$ cat src/sv/plane_box_overlap_test_core_macros.svh
// Assertion helpers, clocked on clk and disabled in reset.
`ifndef PLANE_BOX_OVERLAP_TEST_CORE_MACROS_SVH
`define PLANE_BOX_OVERLAP_TEST_CORE_MACROS_SVH

`define PBO_ASSERT_NOW(label, ante, cons, msg) \
  label: assert property (@(posedge clk) disable iff (rst) (ante) |-> (cons)) else $error(msg);

`define PBO_ASSERT_NEXT(label, ante, cons, msg) \
  label: assert property (@(posedge clk) disable iff (rst) (ante) |=> (cons)) else $error(msg);

`endif

$ cat src/sv/pbo_pkg.sv
package pbo_pkg;

  localparam int NORM_MAG_BITS = 30;
  localparam int SQRT_STEPS    = 32;
  localparam int SQ_BITS       = 64;
  localparam int ROOT_BITS     = 32;

  localparam logic [1:0] KIND_VERTEX = 2'd0;
  localparam logic [1:0] KIND_BOX    = 2'd1;
  localparam logic [1:0] KIND_POINT  = 2'd2;

  typedef enum logic [1:0] {
    ST_OK      = 2'd0,
    ST_DEGEN   = 2'd1,
    ST_FEW     = 2'd2,
    ST_NOPLANE = 2'd3
  } status_t;

  typedef enum logic [1:0] {
    MG_CROSS,
    MG_SQ,
    MG_DOTA,
    MG_DOTB
  } mul_grp_t;

  typedef enum logic [1:0] {
    ACC_HOLD,
    ACC_LOAD,
    ACC_ADD,
    ACC_SUB
  } acc_op_t;

  typedef struct packed {
    logic     vtx_accept;
    logic     q_load;
    logic     q_box;
    logic     edge_load;
    mul_grp_t mul_grp;
    logic [2:0] mul_idx;
    acc_op_t  acc_op;
    logic     cr_store;
    logic [1:0] cr_idx;
    logic     abs_load;
    logic     norm_shr;
    logic     norm_shl;
    logic     sqrt_init;
    logic     sqrt_step;
    logic     div_init;
    logic     div_step;
    logic     n_store;
    logic [1:0] div_idx;
    logic     qa_p0;
    logic     off_store;
    logic     eval_lo;
    logic     eval_hi;
    logic     eval_pt;
  } cmd_t;

  typedef struct packed {
    logic [1:0] cnt;
    logic       pvalid;
    logic       norm_zero;
    logic       norm_hi;
    logic       norm_lo;
    logic       qhit;
  } stat_t;

endpackage

$ cat src/sv/pbo_ctrl.sv
`include "plane_box_overlap_test_core_macros.svh"

module pbo_ctrl import pbo_pkg::*; #(
  parameter int NORMAL_FRAC = 30
) (
  input  logic       clk,
  input  logic       rst,
  input  logic       in_valid,
  input  logic [1:0] in_kind,
  input  logic       in_last,
  output logic       in_ready,
  input  logic       out_ready,
  output logic       out_valid,
  output logic       out_hit,
  output logic [1:0] out_status,
  input  stat_t      stat,
  output cmd_t       cmd
);

  localparam int DW  = NORM_MAG_BITS + NORMAL_FRAC;
  localparam int IW  = $clog2(((DW + 2) > (SQRT_STEPS + 1)) ? DW + 2 : SQRT_STEPS + 1);

  typedef enum logic [3:0] {
    S_IDLE, S_EDGE, S_MAC, S_ABS, S_NORM, S_SQRT, S_DIV,
    S_PREP, S_OFFSET, S_BOXLO, S_BOXHI, S_POINT, S_DONE
  } state_t;

  typedef enum logic [1:0] {JOB_BUILD, JOB_BOX, JOB_POINT} job_t;

  state_t     state;
  job_t       job;
  mul_grp_t   grp;
  logic [2:0] step;
  logic [2:0] mac_len;
  logic [IW-1:0] iter;
  logic [1:0] didx;
  status_t    pend_st;
  logic [2:0] j;
  logic       accept;

  assign in_ready = (state == S_IDLE);
  assign accept   = in_valid && in_ready;
  assign j        = step - 3'd1;

  always_comb begin
    cmd         = '0;
    cmd.mul_grp = grp;
    cmd.mul_idx = step;
    cmd.div_idx = didx;
    cmd.acc_op  = ACC_HOLD;
    unique case (state)
      S_IDLE: begin
        if (accept) begin
          if (in_kind == KIND_VERTEX) cmd.vtx_accept = 1'b1;
          if ((in_kind == KIND_BOX || in_kind == KIND_POINT) && stat.pvalid) begin
            cmd.q_load = 1'b1;
            cmd.q_box  = (in_kind == KIND_BOX);
          end
        end
      end
      S_EDGE: cmd.edge_load = 1'b1;
      S_MAC: begin
        if (step != 3'd0) begin
          if (grp == MG_CROSS) begin
            cmd.acc_op   = j[0] ? ACC_SUB : ACC_LOAD;
            cmd.cr_store = j[0];
            cmd.cr_idx   = j[2:1];
          end else begin
            cmd.acc_op = (j == 3'd0) ? ACC_LOAD : ACC_ADD;
          end
        end
      end
      S_ABS: cmd.abs_load = 1'b1;
      S_NORM: begin
        if (!stat.norm_zero) begin
          if (stat.norm_hi) cmd.norm_shr = 1'b1;
          else if (stat.norm_lo) cmd.norm_shl = 1'b1;
        end
      end
      S_SQRT: begin
        if (iter == '0) cmd.sqrt_init = 1'b1;
        else cmd.sqrt_step = 1'b1;
      end
      S_DIV: begin
        if (iter == '0) cmd.div_init = 1'b1;
        else if (iter == IW'(DW + 1)) cmd.n_store = 1'b1;
        else cmd.div_step = 1'b1;
      end
      S_PREP:   cmd.qa_p0 = 1'b1;
      S_OFFSET: cmd.off_store = 1'b1;
      S_BOXLO:  cmd.eval_lo = 1'b1;
      S_BOXHI:  cmd.eval_hi = 1'b1;
      S_POINT:  cmd.eval_pt = 1'b1;
      S_DONE: ;
    endcase
  end

  always_ff @(posedge clk) begin
    if (rst) begin
      state     <= S_IDLE;
      job       <= JOB_BUILD;
      grp       <= MG_CROSS;
      step      <= '0;
      mac_len   <= '0;
      iter      <= '0;
      didx      <= '0;
      pend_st   <= ST_OK;
      out_valid <= 1'b0;
      out_hit   <= 1'b0;
      out_status <= ST_OK;
    end else begin
      if (out_ready) out_valid <= 1'b0;
      unique case (state)
        S_IDLE: begin
          if (accept) begin
            priority if (in_kind == KIND_VERTEX) begin
              if (in_last) begin
                job <= JOB_BUILD;
                if (stat.cnt < 2'd2) begin
                  pend_st <= ST_FEW;
                  state   <= S_DONE;
                end else begin
                  state <= S_EDGE;
                end
              end
            end else if (in_kind == KIND_BOX || in_kind == KIND_POINT) begin
              job <= (in_kind == KIND_BOX) ? JOB_BOX : JOB_POINT;
              if (!stat.pvalid) begin
                pend_st <= ST_NOPLANE;
                state   <= S_DONE;
              end else begin
                grp     <= MG_DOTA;
                mac_len <= 3'd3;
                step    <= '0;
                state   <= S_MAC;
              end
            end else begin
              state <= S_IDLE;
            end
          end
        end
        S_EDGE: begin
          grp     <= MG_CROSS;
          mac_len <= 3'd6;
          step    <= '0;
          state   <= S_MAC;
        end
        S_MAC: begin
          if (step == mac_len) begin
            step <= '0;
            iter <= '0;
            unique case (grp)
              MG_CROSS: state <= S_ABS;
              MG_SQ:    state <= S_SQRT;
              MG_DOTA: begin
                unique case (job)
                  JOB_BUILD: state <= S_OFFSET;
                  JOB_BOX:   state <= S_BOXLO;
                  JOB_POINT: state <= S_POINT;
                  default:   state <= S_DONE;
                endcase
              end
              MG_DOTB:  state <= S_BOXHI;
            endcase
          end else begin
            step <= step + 3'd1;
          end
        end
        S_ABS: state <= S_NORM;
        S_NORM: begin
          if (stat.norm_zero) begin
            pend_st <= ST_DEGEN;
            state   <= S_DONE;
          end else if (!stat.norm_hi && !stat.norm_lo) begin
            grp     <= MG_SQ;
            mac_len <= 3'd3;
            step    <= '0;
            state   <= S_MAC;
          end
        end
        S_SQRT: begin
          if (iter == IW'(SQRT_STEPS)) begin
            iter  <= '0;
            didx  <= '0;
            state <= S_DIV;
          end else begin
            iter <= iter + 1'b1;
          end
        end
        S_DIV: begin
          if (iter == IW'(DW + 1)) begin
            iter <= '0;
            if (didx == 2'd2) state <= S_PREP;
            else didx <= didx + 2'd1;
          end else begin
            iter <= iter + 1'b1;
          end
        end
        S_PREP: begin
          grp     <= MG_DOTA;
          mac_len <= 3'd3;
          step    <= '0;
          state   <= S_MAC;
        end
        S_OFFSET: begin
          pend_st <= ST_OK;
          state   <= S_DONE;
        end
        S_BOXLO: begin
          grp     <= MG_DOTB;
          mac_len <= 3'd3;
          step    <= '0;
          state   <= S_MAC;
        end
        S_BOXHI, S_POINT: begin
          pend_st <= ST_OK;
          state   <= S_DONE;
        end
        S_DONE: begin
          if (!out_valid || out_ready) begin
            out_valid  <= 1'b1;
            out_status <= pend_st;
            out_hit    <= (pend_st == ST_OK) && ((job == JOB_BUILD) || stat.qhit);
            state      <= S_IDLE;
          end
        end
      endcase
    end
  end

  `PBO_ASSERT_NEXT(a_query_busy, accept && (in_kind == KIND_BOX || in_kind == KIND_POINT), state != S_IDLE, "query request did not start work")
  `PBO_ASSERT_NEXT(a_done_waits, state == S_DONE && out_valid && !out_ready, state == S_DONE && out_valid, "result dropped while output stalled")
  `PBO_ASSERT_NOW(a_mac_bound, state == S_MAC, step <= mac_len, "multiply step out of range")

endmodule

$ cat config.mk
export PLATFORM = sky130hd
export DESIGN_NAME = pbo_ctrl
export DESIGN_NICKNAME = d
export VERILOG_FILES = /design/src/sv/pbo_pkg.sv /design/src/sv/pbo_ctrl.sv
export VERILOG_INCLUDE_DIRS = /design/src /design/src/sv
export SDC_FILE = /design/constraint.sdc
export NUM_CORES = 1
export LEC_CHECK = 0
export BUFFER_PORTS_ARGS = -buffer_cell sky130_fd_sc_hd__clkbuf_2
export CAP_MARGIN = 40
export CORE_ASPECT_RATIO = 1.2
export CORE_UTILIZATION = 49
export CTS_CLUSTER_SIZE = 20
export DETAILED_ROUTE_END_ITERATION = 12
export GPL_TIMING_DRIVEN = 1
export PLACE_DENSITY = 0.73
export SLEW_MARGIN = 15
export SYNTH_ARGS = -nofsm -noshare
export SYNTH_HDL_FRONTEND = slang
export SYNTH_SLANG_ARGS = --single-unit
$ cat constraint.sdc
create_clock -name clk -period 1.8 [get_ports clk]
set_input_delay 0.36 -clock clk [delete_from_list [all_inputs] [get_ports clk]]
set_output_delay 0.36 -clock clk [all_outputs]
set_load 0.02 [all_outputs]
==> out/results.ini, run 1 <==
[place]
dp.cells=396
port_buffers=46
dpl.hpwl_mm=4.133
place_congestion=0.9442

[sta]
fmax_mhz=454.5
clock_skew_ns=0.007510
min_period_ns=2.200
relSlewSlack_pct=51.23
rsz0062_at_grt=true
finalSetupViolCount=40
drv_slew=0
fin_hold_ws_ns=0.4560
worst_pin_slew_ns=0.7315
fin_ws_ns=-0.4004
period_share_pct=122.2
finalHoldViolations=0

[drt]
drc=0
routedWlPerCell_um=20.05
routed_wl_mm=8.702
postRouteAntennaNets=0
vias_per_cell=6.320
drtPass1Iterations=5
vias=2743
drt_first_iter_violations=289

[logic_synthesis]
postSynth.asyncResetShare_pct=0
synthFlopType=dfxtp_1
ys_ff_latch=28
synth_seq_area_share_pct=26.42
syn_area_per_cell_um2=7.830
synth_nets=299
synth.distinct_cells=57
yosysWarnings=0
synth.cell_area_mm2=0.002122
synthesis.instances=271
synth_edf_count=0

[cells_and_area]
final_util_pct=91.01
syn_to_final_growth_pct=73.05
drive_gt1_share_pct=51.84
final_cells=434
nFillCells=147
nets=409
diodes=0

[clock_tree]
clk_latency_ns=0.29
cts.sinks=28
clk_pin_slew_worst_paths_ns=0.11
numCtsBuffers=3
cts_tree=yes
cts_max_level=1
cts_root_buf=clkbuf_8
clockBufferDepth=2

[die]
die_h_um=74.09
die_w_um=62.08
ios=48
dieArea_mm2=0.004599
rows=25
start_util_pct=52.59
core_mm2=0.004035

[global_route]
antenna_found_initial=0
grt_max_degree=31
grt_pass1_wl_mm=9.873
grt_pass1_vias=2153
overflow=0
grt_usage_pct=28.52

[flow_run]
maxCapViolations=0

[setup_path]
required_ns=1.94
path_buf_inv=2
r2r-end=state[2]$_SDFFE_PP0P_
crit_start=iter[0]$_SDFFE_PP0P_
r2r_cells=8
r2r_slack_ns=-0.40
crit_end=state[2]$_SDFFE_PP0P_
slowest_stage=or4b_4
cp_num_cells=8
r2r-start=iter[0]$_SDFFE_PP0P_
crit_family=simple AND/OR/NAND/NOR gates
worstPathCellList=inv_2, ha_4, or4b_4, buf_6, o21ba_1, a2111o_1, nor4b_2, nor3_1
cp-end-kind=flip-flop
crit_arrival_ns=2.34
worstPathMaxFanout=3
startpoint_type=flip-flop
slowest_delay_ns=0.47
criticalPathCategory=reg2reg

[status]
violations=negative setup slack
status=finished with violations

[pwr]
power_density_mw_per_mm2=1297
p_int_mw=2.742
seqPwrFrac_pct=18.8
pwr-share-comb_pct=70.1
power_switching_mw=2.021
leakagePower_nw=1.573
sw_frac_of_total_pct=42.42
clockPowerShare_pct=11.0
ir_drop_v=0.001319

[worst_hold_path]
hp-class=in2reg

==> cell usage in the layout, fill, tap and decap left out, types with 5 or more instances in the layout <==
| cell type | netlist | layout |
|---|---|---|
| buf_4 | 0 | 61 |
| buf_6 | 0 | 25 |
| clkbuf_2 | 0 | 23 |
| nor2_1 | 30 | 22 |
| dfxtp_1 | 28 | 20 |
| a21oi_1 | 20 | 18 |
| nand2_1 | 17 | 15 |
| ha_1 | 14 | 11 |
| inv_1 | 15 | 10 |
| nand3_1 | 8 | 8 |
| buf_8 | 0 | 8 |
| nand2b_1 | 10 | 6 |
| mux2i_1 | 6 | 6 |
| nor3_1 | 11 | 5 |
| a311oi_1 | 6 | 5 |
| nand3b_1 | 5 | 5 |
| clkbuf_8 | 0 | 5 |
| dfxtp_4 | 0 | 5 |
==> final cells by class <==
| type | count | area [µm²] | share of cell area [%] |
|---|---|---|---|
| Tap cell | 54 | 67.56 | 1.840 |
| Timing Repair Buffer | 123 | 1067 | 29.06 |
| Multi-Input combinational cell | 210 | 1812 | 49.34 |
| Clock inverter | 1 | 30.03 | 0.8177 |
| Clock buffer | 3 | 41.29 | 1.124 |
| Sequential cell | 28 | 583.1 | 15.88 |
| Inverter | 15 | 71.32 | 1.942 |
==> worst min path at each step <==
stage | depth (start not counted) | end | startpoint
after floorplan | 2 | mac_len[1]$_SDFFE_PP0P_ | mac_len[1]$_SDFFE_PP0P_
after global placement | 2 | mac_len[1]$_SDFFE_PP0P_ | mac_len[1]$_SDFFE_PP0P_
after detailed placement | 2 | mac_len[1]$_SDFFE_PP0P_ | mac_len[1]$_SDFFE_PP0P_
after CTS | 3 | out_valid$_SDFF_PP0_ | out_ready
after global routing | 3 | out_valid$_SDFF_PP0_ | out_ready
final | 3 | out_valid$_SDFF_PP0_ | out_ready
==> power groups by stage <==
stage / clock (mW) / sequential (mW) / combinational (mW)
final: 0.525 / 0.898 / 3.34
after global routing: 0.533 / 0.907 / 3.48
after CTS: 0.511 / 0.881 / 2.42
after detailed placement: 0 / 0.853 / 1.95
after global placement: 0 / 0.849 / 1.93
after floorplan: 0 / 0.855 / 1.28
==> kinds of logic (layout without fill, tap and decap cells) <==
| logic type | Yosys count | after routing | share of synthesized area, % |
|---|---|---|---|
| adders and majority gates | 14 | 14 | 8.255 |
| DFF | 28 | 28 | 26.42 |
| AOI/OAI and AO/OA | 64 | 64 | 20.87 |
| xor gates and xnor gates | 4 | 4 | 1.651 |
| muxes | 8 | 8 | 3.892 |
| and+or+nand+nor | 120 | 120 | 32.78 |
| buffers and inverters | 33 | 142 | 6.132 |
==> Yosys cell counts (2+ instances only) <==
library cell / n / area, µm²
o21ai_0: 6 / 30.03
nor4b_2: 2 / 30.03
nor3_1: 11 / 55.05
inv_1: 15 / 56.30
buf_1: 2 / 7.510
mux2_2: 2 / 22.52
nand3_1: 8 / 40.04
nor2b_1: 3 / 18.77
nor3b_1: 5 / 37.54
a21oi_1: 20 / 100.1
buf_2: 5 / 25.02
and3b_1: 2 / 17.52
o2111ai_1: 2 / 17.52
o31a_1: 3 / 26.28
clkbuf_1: 11 / 41.29
nand2b_1: 10 / 62.56
nand2_1: 17 / 63.81
xor2_1: 3 / 26.28
a311oi_1: 6 / 52.55
and3_1: 2 / 12.51
or2_2: 2 / 12.51
nor2_1: 30 / 112.6
nor4_1: 5 / 31.28
a21o_1: 2 / 15.01
ha_1: 14 / 175.2
o31ai_1: 2 / 15.01
dfxtp_1: 28 / 560.5
nand3b_1: 5 / 37.54
o211ai_1: 3 / 22.52
mux2i_1: 6 / 60.06
and2_1: 4 / 25.02
o21bai_1: 2 / 15.01
a211oi_1: 5 / 37.54
or3_1: 2 / 12.51
or4_1: 2 / 15.01
or4b_1: 2 / 20.02
a31oi_1: 2 / 12.51
==> registers in the layout, summed over array words and instances, names as in the netlist <==
name	count
didx	2
out_hit	1
job	2
out_status	2
step	3
out_valid	1
iter	6
state	4
mac_len	3
pend_st	2
grp	2
==> worst reg2reg max path, stage by stage, from the launching register on <==
cell,delay (ns)
dfxtp_2,0.35
inv_2,0.07
ha_4,0.12
or4b_4,0.47
buf_6,0.15
o21ba_1,0.19
a2111o_1,0.32
nor4b_2,0.27
nor3_1,0.10
==> repair_timing <==
| action | CTS | global route |
|---|---|---|
| buffers inserted | 13 | 24 |
| hold buffers | 0 | 0 |
| pin swaps | 16 | 22 |
| setup endpoints to repair | 27 | 43 |
| gates resized for setup | 68 | 81 |
==> per-stage QoR <==
step	power, mW	setup slack, ns	setup TNS (ns)	cell area, µm²
after floorplan	2.139	-0.1614	-1.331	2263
after global placement	2.777	-0.2035	-1.635	2806
after detailed placement	2.800	-0.2116	-2.140	2806
after CTS	3.815	-0.2619	-3.708	3249
after global routing	4.920	-0.4172	-8.314	3672
final	4.763	-0.4004	-6.230	3672
==> metal layers <==
metal  track usage (%)  wire length [µm]  up-vias
met4             9.630               400        0
met1             36.33              3217     1318
met2             49.29              4496      175
met5                 0                 0        -
met3             2.609               588       50
li1                  -                 -     1200
Power figures use the tool's default switching activity.
==> inputs of run 2 (changes only) <==
--- a/config.mk
+++ b/config.mk
@@ -9,11 +9,12 @@
 export BUFFER_PORTS_ARGS = -buffer_cell sky130_fd_sc_hd__clkbuf_2
 export CAP_MARGIN = 40
 export CORE_ASPECT_RATIO = 1.2
+export CORE_MARGIN = 2
 export CORE_UTILIZATION = 49
 export CTS_CLUSTER_SIZE = 20
 export DETAILED_ROUTE_END_ITERATION = 12
 export GPL_TIMING_DRIVEN = 1
-export PLACE_DENSITY = 0.73
+export PLACE_DENSITY = 0.72
 export SLEW_MARGIN = 15
 export SYNTH_ARGS = -nofsm -noshare
 export SYNTH_HDL_FRONTEND = slang
==> out/results.ini, run 2 (synthesized netlist as in run 1, its figures left out) <==
[clock_tree]
cts_root_buf=clkbuf_8
clk_pin_slew_worst_paths_ns=0.11
cts_max_level=1
cts_tree=yes
cts.sinks=28
clockBufferDepth=2
clk_latency_ns=0.29
numCtsBuffers=3

[drt]
drc=0
vias_per_cell=6.000
vias=2562
drt_first_iter_violations=267
routedWlPerCell_um=18.51
postRouteAntennaNets=0
drtPass1Iterations=5
routed_wl_mm=7.904

[cells_and_area]
reg_top3=iter x6, state x4
diodes=0
largest-register=iter
syn_to_final_growth_pct=69.34
drive_gt1_share_pct=51.75
nFillCells=217
largest_reg_flops=6
nets=400
final_cell_area_mm2=0.003593
final_cell_mix=58 x buf_4, 23 x clkbuf_2, 21 x buf_6, 20 x nor2_1
final_common_cell=buf_4
final_util_pct=85.63
final_cells=427

[worst_hold_path]
min_delay_path_depth=5
hp-class=in2reg

[place]
place_congestion=0.9131
port_buffers=46
pre_cts_ws_ns=-0.2390
dp.cells=399
dpl.hpwl_mm=4.073
place_area_mm2=0.002804

[sta]
finalHoldViolations=0
relSlewSlack_pct=53.72
min_period_ns=2.174
finalSetupViolCount=36
rsz0062_at_grt=true
worst_pin_slew_ns=0.6942
drv_slew=0
period_share_pct=120.8
fmax_mhz=460.0
fin_ws_ns=-0.3738
clock_skew_ns=0.005480
setup_tns_ns=-5.424

[global_route]
grt_pass1_wl_mm=10.87
antenna_found_initial=0
grt_usage_pct=27.35
grt_max_degree=31
overflow=0
grt_pass1_vias=2289

[pwr]
pwr-share-comb_pct=68.1
clockPowerShare_pct=11.8
seqPwrFrac_pct=20.1
p_int_mw=2.549
sw_frac_of_total_pct=42.58
power_density_mw_per_mm2=1235
leakagePower_nw=1.517
power_switching_mw=1.890
ir_drop_v=0.001244

[setup_path]
crit_end=cmd[8]
crit_family=simple AND/OR/NAND/NOR gates
crit_start=iter[0]$_SDFFE_PP0P_
slowest_delay_ns=0.48
cp-end-kind=primary output
r2r-end=state[2]$_SDFFE_PP0P_
r2r-start=iter[0]$_SDFFE_PP0P_
cp_num_cells=7
slowest_stage=or4b_4
r2r_cells=8
startpoint_type=flip-flop
worstPathMaxFanout=4
crit_arrival_ns=1.81
worstPathCellList=inv_2, ha_4, or4b_4, buf_6, nor2_4, nor2_2, clkbuf_8
criticalPathCategory=reg2out
path_buf_inv=3
r2r_slack_ns=-0.33
required_ns=1.44

[die]
start_util_pct=50.57
rows=26
core_mm2=0.004197
dieArea_mm2=0.004875
die_w_um=64.08
ios=48
die_h_um=76.09

[flow_run]
maxCapViolations=0

[status]
violations=negative setup slack
status=finished with violations

-- run 2: cell types whose count changed in the layout (fill, tap and decap cells not counted), sizes merged --
cell	previous run	this run
buf	98	88
clkbuf	28	29
-- run 2: what timing repair did --
action | 4_1_cts | 5_1_grt
resized for setup | 82 | 71
setup buffers | 15 | 11
hold buffers | 0 | 0
endpoints found under the setup margin | 35 | 41
cloned | 0 | 0
pin swaps | 19 | 20
-- run 2: worst register-to-register path, stage by stage, from the launching register on --
cell	delay [ns]
dfxtp_2	0.35
inv_2	0.06
ha_4	0.12
or4b_4	0.48
buf_6	0.14
o21ba_1	0.18
a2111o_1	0.32
nor4b_2	0.27
nor3_1	0.08
-- run 2: worst min-delay path by stage --
stage	from	end	slack, ns
after CTS	out_ready	out_valid$_SDFF_PP0_	0.42
after global routing	out_ready	out_valid$_SDFF_PP0_	0.48
after global placement	mac_len[1]$_SDFFE_PP0P_	mac_len[1]$_SDFFE_PP0P_	0.45
final	stat[0]	out_hit$_SDFFE_PP0P_	0.46
after detailed placement	mac_len[1]$_SDFFE_PP0P_	mac_len[1]$_SDFFE_PP0P_	0.46
after floorplan	mac_len[1]$_SDFFE_PP0P_	mac_len[1]$_SDFFE_PP0P_	0.44
-- run 2: routing by layer --
layer | global-route usage, % | vias to the layer above | share of wire [%]
met5 | 0 | - | 0
met4 | 6.304 | 0 | 3.4
met3 | 3.102 | 31 | 5.7
met2 | 48.65 | 121 | 51
met1 | 34.82 | 1226 | 40
li1 | - | 1184 | -
-- run 2: metrics by stage --
stage                     hold WS (ns)  power [mW]
after floorplan                 0.4374       2.139
after global routing            0.4775       4.638
final                           0.4596       4.438
after CTS                       0.4228       3.832
after detailed placement        0.4576       2.776
after global placement          0.4501       2.749
-- run 2: power by group through the flow --
stage	clock network [mW]	logic, mW	registers [mW]
6_report	0.526	3.02	0.890
5_1_grt	0.546	3.19	0.906
4_1_cts	0.512	2.44	0.875
3_5_place_dp	0	1.92	0.851
3_3_place_gp	0	1.90	0.851
2_1_floorplan	0	1.28	0.855
-- run 2: cell type report --
cell class / count / area (µm²) / share of cell area, %
Clock buffer: 3 / 41.29 / 1.149
Clock inverter: 1 / 30.03 / 0.8357
Inverter: 15 / 76.32 / 2.124
Multi-Input combinational cell: 210 / 1821 / 50.66
Sequential cell: 28 / 581.8 / 16.19
Tap cell: 56 / 70.07 / 1.950
Timing Repair Buffer: 114 / 973.4 / 27.09
==> inputs of run 3 (changes only) <==
--- a/config.mk
+++ b/config.mk
@@ -14,7 +14,7 @@
 export CTS_CLUSTER_SIZE = 20
 export DETAILED_ROUTE_END_ITERATION = 12
 export GPL_TIMING_DRIVEN = 1
-export PLACE_DENSITY = 0.72
+export PLACE_DENSITY_LB_ADDON = 0.1
 export SLEW_MARGIN = 15
 export SYNTH_ARGS = -nofsm -noshare
 export SYNTH_HDL_FRONTEND = slang
==> out/results.ini, run 3 (synthesized netlist as in run 1, its figures left out) <==
[global_route]
grt_pass1_wl_mm=11.48
antenna_found_initial=0
grt_max_degree=31
overflow=0
grt_usage_pct=28.72
grt_pass1_vias=2471

[clock_tree]
cts_root_buf=clkbuf_8
clockBufferDepth=2
cts.sinks=28
cts_tree=yes
clk_pin_slew_worst_paths_ns=0.11
clk_latency_ns=0.29
numCtsBuffers=3
cts_hold_buffers=0
cts_max_level=1

[cells_and_area]
diodes=0
reg_top3=iter x6, state x4
syn_to_final_growth_pct=68.04
nets=407
multi_input_area_mm2=0.001758
seq_area_um2=583.1
largest_reg_flops=6
nFillCells=210
largest-register=iter
final_cell_area_mm2=0.003566
final_common_cell=buf_4
drive_gt1_share_pct=51.85
final_cell_mix=64 x buf_4, 25 x clkbuf_2, 21 x nor2_1, 20 x dfxtp_1, 19 x a21oi_1

[sta]
drv_slew=0
rsz0062_at_grt=true
fin_ws_ns=-0.3379
clock_skew_ns=0.002921
relSlewSlack_pct=57.20
finalHoldViolations=0
fmax_mhz=467.7
min_period_ns=2.138
finalSetupViolCount=34
period_share_pct=118.8
worst_pin_slew_ns=0.6420

[die]
dieArea_mm2=0.004875
die_w_um=64.08
rows=26
start_util_pct=50.57
die_h_um=76.09
ios=48
core_mm2=0.004197

[place]
place_congestion=0.8440
place_area_mm2=0.002811
dpl.hpwl_mm=4.236
port_buffers=46

[setup_path]
r2r_slack_ns=-0.34
required_ns=1.95
crit_arrival_ns=2.29
criticalPathCategory=reg2reg
cp-end-kind=flip-flop
worstPathMaxFanout=3
startpoint_type=flip-flop

[status]
status=finished with violations
violations=negative setup slack

[drt]
vias_per_cell=5.982
postRouteAntennaNets=0
drtPass1Iterations=5
drt_first_iter_violations=221
routedWlPerCell_um=17.90
vias=2596
drc=0
routed_wl_mm=7.767

[pwr]
power_density_mw_per_mm2=1235
leakagePower_nw=1.548
p_total_mw=4.404
ir_drop_v=0.001491

[flow_run]
maxCapViolations=0

[worst_hold_path]
hp-class=in2reg

==> run 3: through the flow <==
step	TNS (ns)	util (%)	hold WS, ns	worst slack [ns]	cells
4_1_cts	-3.541	79.70	0.4076	-0.2717	423
3_3_place_gp	-1.884	66.99	0.4524	-0.1939	400
3_5_place_dp	-2.310	66.99	0.4530	-0.2268	400
6_report	-5.103	84.97	0.4000	-0.3379	434
5_1_grt	-7.558	84.97	0.4465	-0.3795	434
2_1_floorplan	-1.331	-	0.4374	-0.1614	271
==> run 3: critical path, cell delays in order (launching register included) <==
cell and delay (ns):
dfxtp_2 0.34, inv_2 0.07, ha_4 0.11, or4b_4 0.47, buf_4 0.17, o21ba_1 0.18
a2111o_1 0.34, nor4b_2 0.26, nor3_1 0.07
==> run 3: power by group <==
group,switching (mW),total (mW),internal [mW]
Combinational,1.46,2.98,1.52
Clock,0.223,0.521,0.299
Sequential,0.149,0.901,0.753
==> run 3: area by class of cell <==
type,instances,share of cell area (%)
Clock buffer,3,1.158
Inverter,15,2.000
Sequential cell,28,16.35
Clock inverter,1,0.8421
Multi-Input combinational cell,210,49.30
Timing Repair Buffer,121,28.39
Tap cell,56,1.965
==> run 3: timing repair <==
item	in CTS	in global routing
buffers inserted	20	12
setup endpoints to repair	31	44
resized for setup	80	53
pin swaps	13	10
==> run 3: worst paths after layout <==
check / from / endpoint / cells after the start
worst max register to register: iter[1]$_SDFFE_PP0P_ / state[2]$_SDFFE_PP0P_ / 8
worst max-delay path: iter[1]$_SDFFE_PP0P_ / state[2]$_SDFFE_PP0P_ / 8
worst min-delay path: out_ready / out_valid$_SDFF_PP0_ / 3
worst min register to register: didx[1]$_SDFFE_PP0P_ / didx[1]$_SDFFE_PP0P_ / 2
==> run 3: metal layers <==
| metal | up-vias | GRT usage [%] | part of all wire, % |
|---|---|---|---|
| met5 | - | 0 | 0 |
| met4 | 0 | 11.96 | 4.2 |
| met3 | 33 | 2.806 | 4.6 |
| met2 | 105 | 51.77 | 53 |
| met1 | 1256 | 33.98 | 38 |
| li1 | 1202 | - | - |
